==> src/rtl/pdtp_pkg.sv <==
// types and constants for the pppoe discovery tag parser
// no dependencies
package pdtp_pkg;

  localparam int unsigned HDR_LEN        = 6;
  localparam int unsigned TAG_HDR_LEN    = 4;
  localparam int unsigned POS_W          = 17;
  localparam int unsigned RES_DEPTH_DFLT = 4;

  typedef enum logic [2:0] {
    KIND_HEADER    = 3'd0,
    KIND_TAG       = 3'd1,
    KIND_VALUE     = 3'd2,
    KIND_DONE      = 3'd3,
    KIND_SHORT     = 3'd4,
    KIND_TAGHDR_OV = 3'd5,
    KIND_VALUE_OV  = 3'd6
  } result_kind_e;

  typedef enum logic [3:0] {
    PH_HEADER = 4'b0001,
    PH_TAGHDR = 4'b0010,
    PH_VALUE  = 4'b0100,
    PH_IDLE   = 4'b1000
  } phase_e;

  typedef struct packed {
    logic [7:0]  data_byte;
    logic [15:0] captured_length;
    logic        last_byte;
  } in_word_t;

  typedef struct packed {
    logic [2:0]  result_kind;
    logic [3:0]  version;
    logic [3:0]  frame_type;
    logic [7:0]  code;
    logic [15:0] session_id;
    logic [15:0] payload_length;
    logic [15:0] tag_type;
    logic [15:0] tag_length;
    logic [7:0]  value_byte;
    logic        last_of_run;
  } out_word_t;

  // up to two results written into the queue per accepted byte
  typedef struct packed {
    logic [1:0] cnt;
    out_word_t  w0;
    out_word_t  w1;
  } push_t;

endpackage

==> src/rtl/pppoe_discovery_tag_parser.sv <==
// pppoe discovery tag parser: one packet byte per word in, header, tag and
// value records out; the results of an accepted byte are written into the
// result queue; one byte accepted per cycle while the queue has room for two
// words, results leave at one per cycle while out_ready_i is high; a byte
// with two results takes two queue words; async active-low reset returns to
// the header phase with an empty queue
module pppoe_discovery_tag_parser import pdtp_pkg::*; #(
  parameter int unsigned ResDepth = RES_DEPTH_DFLT
) (
  input  logic      clk_i,
  input  logic      rst_ni,
  input  logic      in_valid_i,
  output logic      in_ready_o,
  input  in_word_t  in_word_i,
  output logic      out_valid_o,
  input  logic      out_ready_i,
  output out_word_t out_word_o
);

  push_t push;
  logic  accept;

  assign accept = in_valid_i && in_ready_o;

  pdtp_parse u_parse (
    .clk_i    (clk_i),
    .rst_ni   (rst_ni),
    .accept_i (accept),
    .word_i   (in_word_i),
    .push_o   (push)
  );

  pdtp_res_queue #(
    .Depth (ResDepth)
  ) u_queue (
    .clk_i       (clk_i),
    .rst_ni      (rst_ni),
    .push_i      (push),
    .room_o      (in_ready_o),
    .out_valid_o (out_valid_o),
    .out_ready_i (out_ready_i),
    .out_word_o  (out_word_o)
  );

endmodule

==> src/rtl/pdtp_parse.sv <==
// per-byte parse step: phase, position, header, tag and remaining-count state registers
// depends on pdtp_pkg
module pdtp_parse import pdtp_pkg::*; (
  input  logic     clk_i,
  input  logic     rst_ni,
  input  logic     accept_i,
  input  in_word_t word_i,
  output push_t    push_o
);

  phase_e            phase_q, phase_d;
  logic [POS_W-1:0]  pos_q, pos_d;
  logic [47:0]       hdr_q, hdr_d;
  logic [31:0]       tag_q, tag_d;
  logic [15:0]       rem_q, rem_d;

  out_word_t         res0, res1;
  logic [1:0]        n;
  logic [47:0]       hdr_sh;
  logic [31:0]       tag_sh;
  logic [POS_W-1:0]  end_w;
  logic [POS_W:0]    pos_p1;
  logic [POS_W-1:0]  left;
  logic [15:0]       rem_dec;
  logic [7:0]        b;

  function automatic out_word_t mk(result_kind_e kind);
    out_word_t w;
    w             = '0;
    w.result_kind = kind;
    return w;
  endfunction

  always_comb begin
    b       = word_i.data_byte;
    phase_d = phase_q;
    pos_d   = (pos_q == {POS_W{1'b1}}) ? pos_q : pos_q + 1'b1;
    hdr_d   = hdr_q;
    tag_d   = tag_q;
    rem_d   = rem_q;
    res0    = '0;
    res1    = '0;
    n       = 2'd0;
    hdr_sh  = {hdr_q[39:0], b};
    tag_sh  = {tag_q[23:0], b};
    end_w   = POS_W'(HDR_LEN) + {1'b0, hdr_q[15:0]};
    pos_p1  = {1'b0, pos_q} + 1'b1;
    left    = (pos_p1 < {1'b0, end_w}) ? POS_W'({1'b0, end_w} - pos_p1) : '0;
    rem_dec = (rem_q == '0) ? '0 : rem_q - 1'b1;

    case (phase_q)
      PH_HEADER: begin
        hdr_d = hdr_sh;
        if (pos_q == '0 && word_i.captured_length < 16'(HDR_LEN)) begin
          res0    = mk(KIND_SHORT);
          n       = 2'd1;
          phase_d = PH_IDLE;
        end else if (pos_q == POS_W'(HDR_LEN - 1)) begin
          if ({1'b0, hdr_sh[15:0]} + 17'(HDR_LEN) > {1'b0, word_i.captured_length}) begin
            res0    = mk(KIND_SHORT);
            n       = 2'd1;
            phase_d = PH_IDLE;
          end else begin
            res0                = mk(KIND_HEADER);
            res0.version        = hdr_sh[47:44];
            res0.frame_type     = hdr_sh[43:40];
            res0.code           = hdr_sh[39:32];
            res0.session_id     = hdr_sh[31:16];
            res0.payload_length = hdr_sh[15:0];
            n                   = 2'd1;
            if (hdr_sh[15:0] == '0) begin
              res1    = mk(KIND_DONE);
              n       = 2'd2;
              phase_d = PH_IDLE;
            end else begin
              phase_d = PH_TAGHDR;
              rem_d   = 16'(TAG_HDR_LEN);
              tag_d   = '0;
            end
          end
        end
      end
      PH_TAGHDR: begin
        if (rem_q == 16'(TAG_HDR_LEN) &&
            ({1'b0, pos_q} + (POS_W+1)'(TAG_HDR_LEN) > {1'b0, end_w})) begin
          res0    = mk(KIND_TAGHDR_OV);
          n       = 2'd1;
          phase_d = PH_IDLE;
        end else begin
          tag_d = tag_sh;
          rem_d = rem_dec;
          if (rem_dec == '0) begin
            if ({1'b0, tag_sh[15:0]} > left) begin
              res0    = mk(KIND_VALUE_OV);
              n       = 2'd1;
              phase_d = PH_IDLE;
            end else begin
              res0            = mk(KIND_TAG);
              res0.tag_type   = tag_sh[31:16];
              res0.tag_length = tag_sh[15:0];
              n               = 2'd1;
              if (tag_sh[15:0] != '0) begin
                phase_d = PH_VALUE;
                rem_d   = tag_sh[15:0];
              end else if (left == '0) begin
                res1    = mk(KIND_DONE);
                n       = 2'd2;
                phase_d = PH_IDLE;
              end else begin
                rem_d = 16'(TAG_HDR_LEN);
                tag_d = '0;
              end
            end
          end
        end
      end
      PH_VALUE: begin
        res0            = mk(KIND_VALUE);
        res0.value_byte = b;
        n               = 2'd1;
        rem_d           = rem_dec;
        if (rem_dec == '0) begin
          if (pos_p1 >= {1'b0, end_w}) begin
            res1    = mk(KIND_DONE);
            n       = 2'd2;
            phase_d = PH_IDLE;
          end else begin
            phase_d = PH_TAGHDR;
            rem_d   = 16'(TAG_HDR_LEN);
            tag_d   = '0;
          end
        end
      end
      PH_IDLE: begin
      end
      default: begin
        phase_d = PH_IDLE;
      end
    endcase

    if (word_i.last_byte) begin
      // early end of packet reports a short capture
      if (phase_d != PH_IDLE && n != 2'd2) begin
        if (n == 2'd0) begin
          res0 = mk(KIND_SHORT);
        end else begin
          res1 = mk(KIND_SHORT);
        end
        n = n + 2'd1;
      end
      phase_d = PH_HEADER;
      pos_d   = '0;
      hdr_d   = '0;
      tag_d   = '0;
      rem_d   = '0;
    end

    if (n == 2'd1) begin
      res0.last_of_run = 1'b1;
    end else if (n == 2'd2) begin
      res1.last_of_run = 1'b1;
    end
  end

  always_ff @(posedge clk_i or negedge rst_ni) begin
    if (!rst_ni) begin
      phase_q <= PH_HEADER;
      pos_q   <= '0;
      hdr_q   <= '0;
      tag_q   <= '0;
      rem_q   <= '0;
    end else if (accept_i) begin
      phase_q <= phase_d;
      pos_q   <= pos_d;
      hdr_q   <= hdr_d;
      tag_q   <= tag_d;
      rem_q   <= rem_d;
    end
  end

  assign push_o.cnt = accept_i ? n : 2'd0;
  assign push_o.w0  = res0;
  assign push_o.w1  = res1;

endmodule

==> src/rtl/pdtp_res_queue.sv <==
// result queue: takes up to two result words a cycle, hands out one while out_ready_i is high
// depends on pdtp_pkg
module pdtp_res_queue import pdtp_pkg::*; #(
  parameter int unsigned Depth = RES_DEPTH_DFLT
) (
  input  logic      clk_i,
  input  logic      rst_ni,
  input  push_t     push_i,
  output logic      room_o,
  output logic      out_valid_o,
  input  logic      out_ready_i,
  output out_word_t out_word_o
);

  localparam int unsigned PtrW = (Depth > 1) ? $clog2(Depth) : 1;
  localparam int unsigned CntW = $clog2(Depth + 1);

  out_word_t        mem_q [Depth];
  logic [PtrW-1:0]  wptr_q, wptr_d, wptr_p1;
  logic [PtrW-1:0]  rptr_q, rptr_d;
  logic [CntW-1:0]  cnt_q, cnt_d;
  logic             pop;

  function automatic logic [PtrW-1:0] inc(logic [PtrW-1:0] p);
    return (p == PtrW'(Depth - 1)) ? '0 : p + 1'b1;
  endfunction

  assign pop         = out_valid_o && out_ready_i;
  assign out_valid_o = (cnt_q != '0);
  assign out_word_o  = mem_q[rptr_q];
  assign room_o      = (cnt_q <= CntW'(Depth - 2));
  assign wptr_p1     = inc(wptr_q);

  always_comb begin
    wptr_d = wptr_q;
    rptr_d = pop ? inc(rptr_q) : rptr_q;
    cnt_d  = cnt_q + CntW'(push_i.cnt) - CntW'(pop);
    if (push_i.cnt == 2'd1) begin
      wptr_d = wptr_p1;
    end else if (push_i.cnt == 2'd2) begin
      wptr_d = inc(wptr_p1);
    end
  end

  always_ff @(posedge clk_i or negedge rst_ni) begin
    if (!rst_ni) begin
      wptr_q <= '0;
      rptr_q <= '0;
      cnt_q  <= '0;
    end else begin
      wptr_q <= wptr_d;
      rptr_q <= rptr_d;
      cnt_q  <= cnt_d;
    end
  end

  always_ff @(posedge clk_i) begin
    if (push_i.cnt != 2'd0) begin
      mem_q[wptr_q] <= push_i.w0;
    end
    if (push_i.cnt == 2'd2) begin
      mem_q[wptr_p1] <= push_i.w1;
    end
  end

endmodule

==> config.mk <==
export PLATFORM = sky130hd
export DESIGN_NAME = pppoe_discovery_tag_parser
export DESIGN_NICKNAME = d
export VERILOG_FILES = /design/src/rtl/pdtp_pkg.sv /design/src/rtl/pppoe_discovery_tag_parser.sv /design/src/rtl/pdtp_parse.sv /design/src/rtl/pdtp_res_queue.sv
export SDC_FILE = /design/constraint.sdc
export NUM_CORES = 1
export LEC_CHECK = 0
export ABC_AREA = 1
export BUFFER_PORTS_ARGS = -buffer_cell sky130_fd_sc_hd__buf_2
export CAP_MARGIN = 20
export CELL_PAD_IN_SITES_DETAIL_PLACEMENT = 1
export CELL_PAD_IN_SITES_GLOBAL_PLACEMENT = 1
export CORE_MARGIN = 10
export CORE_UTILIZATION = 40
export CTS_BUF_LIST = sky130_fd_sc_hd__clkbuf_4
export DETAILED_ROUTE_END_ITERATION = 6
export MAX_ROUTING_LAYER = met4
export PLACE_DENSITY_LB_ADDON = 0.1
export SLEW_MARGIN = 20
export SYNTH_ARGS = -nofsm -noshare
export SYNTH_HDL_FRONTEND = slang
export SYNTH_SLANG_ARGS = --single-unit
==> constraint.sdc <==
create_clock -name clk_i -period 8.2 [get_ports clk_i]
set_input_delay 0.82 -clock clk_i [delete_from_list [all_inputs] [get_ports clk_i]]
set_output_delay 0.82 -clock clk_i [all_outputs]
set_load 0.005 [all_outputs]
* Yosys cells after proc, flatten, opt, wreduce, memory -nomap -nowiden *
Memory sizes are Yosys's and may differ from the RTL's.
Cells that the tools add are included.

storage, ports and cells
  flip-flop bits (word level) = 108
  memory bits (writable) = 368
  input bits = 29
  logic and storage cells = 171
  memories = 1

memories
  name           words  width  read ports  clocked after memory_dff  wr ports  line                  source
  u_queue.mem_q  4      92     1           0                         2         pdtp_res_queue.sv:18  out_word_t mem_q [Depth];

operators by class
  add/subtract/negate cells = 13
  $lt $le $gt $ge = 7
  eq/ne operators = 24
  multiplexer cells = 97
  reductions and logical operators = 21

operator list
  cell                                                                    count
  92-bit 2-to-1 mux                                                       20
  92-bit case mux with 3 select lines                                     2
  24-bit 2-to-1 mux                                                       12
  91-bit 2-to-1 mux                                                       3
  16-bit 2-to-1 mux                                                       13
  40-bit 2-to-1 mux                                                       2
  24-bit case mux with 3 select lines                                     1
  17-bit 2-to-1 mux                                                       3
  16-bit zero test                                                        3
  4-bit 2-to-1 mux                                                        12
  16-bit case mux with 3 select lines                                     1
  2-bit 2-to-1 mux                                                        19
  17-bit zero test                                                        2
  17-bit by 1-bit adder with 18-bit output, second input constant         1
  17-bit by 3-bit adder with 18-bit output, second input constant         1
  18-bit by 17-bit greater-or-equal comparator with 1-bit output          1
  18-bit by 17-bit > comparator with 1-bit output                         1
  18-bit by 17-bit less-than comparator with 1-bit output                 1
  16-bit by 3-bit adder with 17-bit output, second input constant         1
  17-bit by 1-bit adder with 17-bit output, second input constant         1
  3-bit by 16-bit adder with 17-bit output, first input constant          1
  17-bit equality test, second input constant                             1
  17-bit by 3-bit equality test with 1-bit output, second input constant  1
  16-bit by 17-bit > comparator with 1-bit output                         1
  31 further kinds                                                        58

* Depth between registers and ports, before layout *
Gate-level depths: netlist of run 1.

  depth in word-level cells = 18
  gate-level depth with buffers = 52
  mapped depth without buffers = 49

* Hierarchy *
A second synthesis of run 1 with hierarchy kept.

second synthesis, totals
  cells, all modules = 3601
  area total of the unflattened synthesis = 29518.3 um2

by module, submodules not included
  module                      instances  cells each  area an instance (um2)
  pdtp_res_queue              1          1963        18356.4
  pdtp_parse                  1          1636        11154.4
  pppoe_discovery_tag_parser  1          2           7.5

* Worst setup path after synthesis of run 1 *
Ideal clock, no wire load.

  kind = register to register
  start point = register u_parse.hdr_q[3]
  end point = memory u_queue.mem_q[3][0] (netlist name) (enable)
  library setup time = 268 ps
  arrival time = 6771 ps
  required time = 7932 ps
  setup slack = 1161 ps
  cell stages (with the launch flop) = 46
  path buffers = 4
  path through = dfrtp_1 clkbuf_1 inv_1 nor3_1 nand3_1 nor3_1 nand2_1 xor2_1 ha_1 a21oi_1 nor2_1 nor3_4 a21boi_4 buf_6 nand2_1 ha_1 a21oi_1 nor2_1 (+10 left out) nor2_1 a21oi_1 inv_1 ha_1 inv_1 nand4_2 nor2_4 nand2_1 nand2_1 nor2_1 inv_1 ha_1 nand2_1 inv_1 nor2_1 clkbuf_1 clkbuf_1 inv_1

RTL lines
  item                      line                  source
  start: declaration        pdtp_parse.sv:13      logic [47:0] hdr_q, hdr_d;
  start signal: assignment  pdtp_parse.sv:175     hdr_q <= hdr_d;
  end: declaration          pdtp_res_queue.sv:18

==> impl_metrics.py, run 1 <==
metrics = {
    "outcome": {
        "status": "complete, no violations",
    },
    "timing": {
        "timing.setup.tns_ns": 0,
        "clock_skew_ns": 0.07167,
        "finalSetupViolCount": 0,
        "fin_crit_ns": 7.557,
        "slew_violations": 0,
        "fin_crit_sh_pct": 92.16,
        "slew_headroom_pct": 31.42,
        "fmax_ghz": 0.1323,
        "final-hold-violation-count": 0,
        "tightest_slew_ns": 1.029,
        "rsz0062_at_grt": "false",
    },
    "worst_setup_path": {
        "cp_common_cell": "nand2_1",
        "cp-start-kind": "flop",
        "path_max_fanout": 30,
        "crit_type": "flop to flop",
        "r2r-end": "u_queue.mem_q[2][20]",
        "rrSetupSlack_ns": 0.64,
        "rr_worst_depth": 44,
        "worstPathArrival_ns": 8.43,
        "cp-end-kind": "flop",
        "cp.required_ns": 9.07,
        "cpPeakStageDelay_ns": 0.53,
        "critPathSlowestCell": "dfrtp_1",
        "timing.rr.start": "u_parse.hdr_q[5]",
    },
    "min_path": {
        "min_from": "in_word_i[23]",
        "hold_path_class": "input pin to flop",
        "holdPathStages": 4,
        "whs_endpoint": "u_queue.mem_q[2][15]",
    },
    "global_route": {
        "antenna_found_initial": 5,
        "grt_first_pass_wirelength_um": 156900,
        "grt.overflow.total": 0,
        "grt_max_degree": 111,
        "grt-busiest-layer": "met2",
        "grt.total_usage_pct": 27.08,
        "use_met3_pct": 3.946,
        "grt_pass1_vias": 27141,
        "groute.layer.met1.usage_pct": 35.09,
        "grt_use_met2_pct": 43.11,
    },
    "floorplan": {
        "die_area_um2": 75070,
        "start_util_pct": 40.25,
        "ios": 123,
        "fp.dieH_um": 274.0,
        "core-area_um2": 64120,
        "die_w_um": 274.0,
        "num_rows": 93,
    },
    "routing": {
        "drc_errors": 0,
        "post_drt_wl_per_cell_um": 21.92,
        "vias": 26151,
        "ant_nets": 0,
        "drt-vias-per-instance": 5.668,
        "drt_first_pass_iters": 6,
        "wl_um": 101100,
        "drtIter0Drc": 1657,
    },
    "power": {
        "p_leak_nw": 13.95,
        "p_sw_share_pct": 51.08,
        "clockPowerShare_pct": 20.3,
        "power_frac_seq_pct": 24.4,
        "power_density_nw_per_um2": 399.7,
        "vdd_drop_max_v": 0.0002341,
        "switchingPower_mw": 5.909,
        "combinationalPowerShare_pct": 55.3,
        "p_int_mw": 5.660,
    },
    "clocking": {
        "tritoncts": "yes",
        "ctsRootBufferMaster": "clkbuf_4",
        "cts_buffer_depth": 3,
        "htreeDepth": 4,
        "clk_pin_slew_ns": 0.07,
        "cts.sinks": 476,
        "insertion_delay_ns": 0.99,
        "cts_buffers": 139,
    },
    "synth": {
        "ys_seq_area_share_pct": 39.65,
        "synth_edf_count": 16,
        "ys_ff_latch": 476,
        "avgSynthCellArea_um2": 7.220,
        "synthTopCellsByCount": "nand2_1, nand4_1, dfxtp_1",
        "syn-cell-area_um2": 25800,
        "synth_nets": 3715,
        "synth_cell_types": 52,
        "synth-async-reset-ratio_pct": 22.69,
        "synth.most_common_cell": "nand2_1",
        "yosysTopAreaCell": "dfxtp_1",
        "ys_warn_count": 0,
        "synth.top_cell.area_share_pct": 27.31,
        "synthCells": 3574,
        "synth_flop_cell": "dfxtp_1",
        "synth.area.top_cells": "dfxtp_1, nand2_1, dfrtp_1, nand4_1, ha_1",
    },
    "placed_design": {
        "hpwl_um": 65150,
        "post_dp_cell_area_um2": 26810,
        "gp_congestion": 0.9253,
        "io_buffers": 122,
    },
    "cells_and_area": {
        "layout-drive-gt1-share_pct": 13.39,
        "final_cell_area_um2": 28950,
        "final_nets": 3789,
        "area_growth_pct": 12.18,
    },
    "job": {
        "cap_violations": 0,
    },
}
[sequential cells by signal, summed over array words and instances (netlist names)]
name,cells
u_queue.rptr_q,2
u_queue.cnt_q,3
u_queue.mem_q,368
u_parse.tag_q,24
u_parse.pos_q,17
u_parse.rem_q,16
u_queue.wptr_q,2
u_parse.hdr_q,40
u_parse.phase_q,4
[metrics by stage]
stage	instances	power [mW]	hold WS [ns]	setup slack, ns	util (%)
6_report	4614	11.57	0.4049	0.6426	45.15
2_1_floorplan	3574	7.025	0.4213	1.161	-
4_1_cts	4599	11.53	0.2923	0.1912	44.66
3_3_place_gp	4349	9.000	0.4312	0.5406	41.82
3_5_place_dp	4349	9.124	0.4348	0.2831	41.82
5_1_grt	4614	12.51	0.3230	0.01719	45.15
[worst max-delay path, delay by kind of cell, from the launching register on]
kind                     cells  cell delay [ns]
adder cells (fa/ha/maj)      4             1.12
AO/OA/AOI/OAI                5             1.08
flip-flops                   1             0.53
AND/OR/NAND/NOR             28             3.52
buffers and inverters        6             0.90
XOR/XNOR                     1             0.25
[routing by layer]
| layer | up-vias | wire length, um | part of all wire, % |
|---|---|---|---|
| met5 | - | 0 | 0 |
| met4 | 0 | 2156 | 2.1 |
| met3 | 146 | 4661 | 4.6 |
| met2 | 687 | 47820 | 47 |
| met1 | 13024 | 46510 | 46 |
| li1 | 12294 | - | - |
[power by group through the flow]
stage | registers (mW) | clock network (mW) | logic, mW
2_1_floorplan | 2.68 | 0 | 4.35
3_3_place_gp | 2.85 | 0 | 6.15
3_5_place_dp | 2.86 | 0 | 6.26
4_1_cts | 2.81 | 2.42 | 6.30
5_1_grt | 2.85 | 2.56 | 7.10
6_report | 2.83 | 2.35 | 6.39
[layout by cell type (no fill, tap or decap), types with 13 or more instances in the layout]
cell and instances:
a21oi_1 43, buf_12 13, buf_2 121, buf_4 43
clkbuf_4 206, clkinv_1 26, dfrtp_1 104, dfxtp_1 352
edfxtp_1 16, ha_1 110, inv_1 284, inv_2 14
nand2_1 969, nand3_1 103, nand4_1 358, nor2_1 294
nor2_2 16, nor3_1 26, o21ai_0 263, o21ai_1 29
o22ai_1 171, xor2_1 39
[final cells by class]
cell class	instances	area, um^2
Clock buffer	206	1546
Fill cell	8181	35170
Multi-Input combinational cell	2541	13300
Tap cell	855	1070
Timing Repair Buffer	188	1364
Inverter	302	1151
Clock inverter	43	269.0
Antenna cell	3	7.507
Sequential cell	476	10240
[what timing repair did]
action / in CTS / in global routing
buffers inserted: 0 / 8
endpoints found under the setup margin: 0 / 378
endpoints found under the hold margin: 53 / 0
gates resized for setup: 0 / 35
hold buffers: 1 / 0
[worst max path at each step]
stage                startpoint  cells after the start                    to
4_1_cts        u_parse.hdr_q[4]                     42  u_queue.mem_q[3][26]
5_1_grt        u_parse.pos_q[2]                     49   u_queue.mem_q[3][0]
3_5_place_dp   u_parse.hdr_q[4]                     44  u_queue.mem_q[0][26]
6_report       u_parse.hdr_q[5]                     44  u_queue.mem_q[2][20]
3_3_place_gp   u_parse.hdr_q[4]                     42  u_queue.mem_q[3][29]
2_1_floorplan  u_parse.hdr_q[3]                     45   u_queue.mem_q[3][0]
[cell families after synthesis]
family / synth area share, %
and+or+nand+nor: 31.81
AOI/OAI and AO/OA: 12.04
adders and majority gates: 5.489
buffers and inverters: 9.417
DFF: 39.65
xor gates and xnor gates: 1.595
Note: power is estimated with default switching activity, not from simulation.
==> run 2, diff against run 1 <==
- ABC_AREA: 1 -> default
==> impl_metrics.py, run 2 <==
metrics = {
    "synth": {
        "synthCells": 2170,
        "ys_seq_area_share_pct": 43.69,
        "synth.most_common_cell": "a22o_1",
        "synth.area.top_cells": "dfxtp_1, a22o_1, dfrtp_1, mux4_2, ha_1",
        "ys_ff_latch": 476,
        "synth.top_cell.area_share_pct": 30.09,
        "synth_nets": 2311,
        "synth-async-reset-ratio_pct": 22.69,
        "yosysTopAreaCell": "dfxtp_1",
        "syn-cell-area_um2": 23420,
        "synth_flop_cell": "dfxtp_1",
        "ys_warn_count": 0,
        "synth_edf_count": 16,
        "synth_cell_types": 87,
        "avgSynthCellArea_um2": 10.79,
        "synthTopCellsByCount": "a22o_1, dfxtp_1, nand2_1",
    },
    "cells_and_area": {
        "largest_reg_flops": 368,
        "top_regs": "u_queue.mem_q x368, u_parse.hdr_q x40, u_parse.tag_q x24",
        "final_cell_mix": "a22o_1, dfxtp_1, clkbuf_4, nand2_1, buf_2",
        "top_register": "u_queue.mem_q",
        "area_growth_pct": 14.40,
        "layout-drive-gt1-share_pct": 23.66,
        "final_common_cell": "a22o_1",
        "final_core_util_pct": 46.35,
        "final_nets": 2448,
    },
    "clocking": {
        "cts_buffer_depth": 3,
        "clk_pin_slew_ns": 0.06,
        "cts_buffers": 136,
        "cts.sinks": 476,
        "htreeDepth": 4,
        "ctsRootBufferMaster": "clkbuf_4",
        "tritoncts": "yes",
        "insertion_delay_ns": 0.98,
    },
    "power": {
        "power_mw": 7.889,
        "power_density_nw_per_um2": 294.4,
        "p_leak_nw": 11.58,
        "vdd_drop_max_v": 0.0002629,
    },
    "routing": {
        "vias": 18947,
        "wl_um": 78850,
        "drc_errors": 0,
        "drt_first_pass_iters": 5,
        "drt-vias-per-instance": 5.954,
        "ant_nets": 0,
        "post_drt_wl_per_cell_um": 24.78,
        "drtIter0Drc": 1270,
    },
    "floorplan": {
        "ios": 123,
        "start_util_pct": 40.52,
        "core-area_um2": 57810,
        "fp.dieH_um": 262.0,
        "die_area_um2": 68630,
        "die_w_um": 262.0,
        "num_rows": 88,
    },
    "global_route": {
        "antenna_found_initial": 3,
        "grt.total_usage_pct": 23.53,
        "grt_first_pass_wirelength_um": 121300,
        "grt_pass1_vias": 19877,
        "grt_max_degree": 57,
        "grt.overflow.total": 0,
    },
    "worst_setup_path": {
        "cp-start-kind": "flop",
        "cp.required_ns": 9.10,
        "cp-end-kind": "flop",
        "rrSetupSlack_ns": 0.49,
        "timing.rr.start": "u_parse.hdr_q[2]",
        "worstPathArrival_ns": 8.61,
        "cp_common_cell": "ha_1",
        "path_max_fanout": 24,
        "r2r-end": "u_queue.mem_q[3][52]",
        "critPathSlowestCell": "ha_1",
        "crit_type": "flop to flop",
        "rr_worst_depth": 31,
        "cpPeakStageDelay_ns": 0.58,
    },
    "timing": {
        "clock_skew_ns": 0.05228,
        "rsz0062_at_grt": "true",
        "fmax_ghz": 0.1297,
        "fin_hold_ws_ns": 0.3199,
        "final-hold-violation-count": 0,
        "slew_headroom_pct": 37.88,
        "fin_crit_sh_pct": 94.05,
        "finalSetupViolCount": 0,
        "fin_crit_ns": 7.712,
        "slew_violations": 0,
        "tightest_slew_ns": 0.9318,
    },
    "outcome": {
        "status": "complete, no violations",
    },
    "min_path": {
        "min_from": "in_word_i[18]",
        "hold_path_class": "input pin to flop",
        "whs_endpoint": "u_parse.hdr_q[1]",
        "holdPathStages": 3,
    },
    "job": {
        "cap_violations": 0,
    },
    "placed_design": {
        "gp_congestion": 0.9171,
        "hpwl_um": 51800,
        "io_buffers": 122,
    },
}
run 2: cell count changes after synthesis, sizes merged, moves of 30 or more:
cell	previous run	this run
nand2	983	135
a22o	0	400
nand4	359	29
nor2	322	73
o21ai	294	78
inv	301	110
o22ai	171	1
mux4	0	92
nand3	113	33
clkbuf	174	128
xnor2	5	40
o31ai	4	34
run 2: area by class of cell:
cell class | count | area, um^2
Sequential cell | 476 | 10240
Inverter | 111 | 416.7
Clock buffer | 206 | 1546
Multi-Input combinational cell | 1394 | 12040
Tap cell | 765 | 957.2
Timing Repair Buffer | 188 | 1348
Antenna cell | 4 | 10.01
Clock inverter | 38 | 237.7
Fill cell | 6401 | 31010
run 2: cells by family (layout without fill, tap and decap cells):
group	after synthesis	in the layout	synth area share (%)
XOR/XNOR	74	74	2.767
AND/OR/NAND/NOR	420	420	9.499
multiplexers	98	98	9.114
flip-flops	476	476	43.69
buffers and inverters	300	543	5.604
adder cells (fa/ha/maj)	112	112	6.048
other	0	4	0
AO/OA/AOI/OAI	690	690	23.28
run 2: routing by layer:
| metal | up-vias | track usage (%) | routed length [um] |
|---|---|---|---|
| met1 | 9797 | 30.42 | 36130 |
| met2 | 475 | 36.99 | 37460 |
| met3 | 102 | 4.326 | 3872 |
| li1 | 8573 | - | - |
| met4 | 0 | 7.358 | 1386 |
| met5 | - | - | 0 |
run 2: worst max-delay path by stage:
stage / end / start / slack [ns] / cells past startpoint
final: u_queue.mem_q[3][52] / u_parse.hdr_q[2] / 0.49 / 31
after global routing: u_queue.mem_q[3][41] / u_parse.hdr_q[5] / -0.06 / 32
after CTS: u_queue.mem_q[1][63] / u_parse.pos_q[2] / 0.06 / 33
after detailed placement: u_queue.mem_q[1][75] / u_parse.pos_q[2] / -0.1 / 33
after global placement: u_queue.mem_q[1][74] / u_parse.pos_q[2] / 0.24 / 32
after floorplan: u_queue.mem_q[3][0] / u_parse.hdr_q[3] / 0.13 / 36
run 2: repair_timing:
item	CTS	global route
hold endpoints to repair	52	0
setup buffers	0	1
endpoints found under the setup margin	33	378
gates cloned	0	1
pin swaps	0	2
resized for setup	1	22
hold buffers	1	0
run 2: critical path, delay by kind of cell, from the launching register on:
family	cells	cell delay (ns)
flip-flops	1	0.44
AND/OR/NAND/NOR	12	2.45
XOR/XNOR	3	0.63
adder cells (fa/ha/maj)	5	1.73
AO/OA/AOI/OAI	8	1.86
buffers and inverters	3	0.56
run 2: report_power, final:
group | internal (mW) | switching [mW]
Sequential | 2.40 | 0.197
Clock | 1.22 | 1.07
Combinational | 1.16 | 1.85
run 2: per-stage QoR:
step | cells | setup slack [ns] | TNS (ns) | instance area [um^2]
2_1_floorplan | 2170 | 0.1318 | 0 | 23420
6_report | 3182 | 0.4880 | 0 | 26790
3_5_place_dp | 2930 | -0.09864 | -2.067 | 24850
3_3_place_gp | 2930 | 0.2369 | 0 | 24850
4_1_cts | 3175 | 0.05836 | 0 | 26640
5_1_grt | 3181 | -0.06354 | -2.201 | 26790
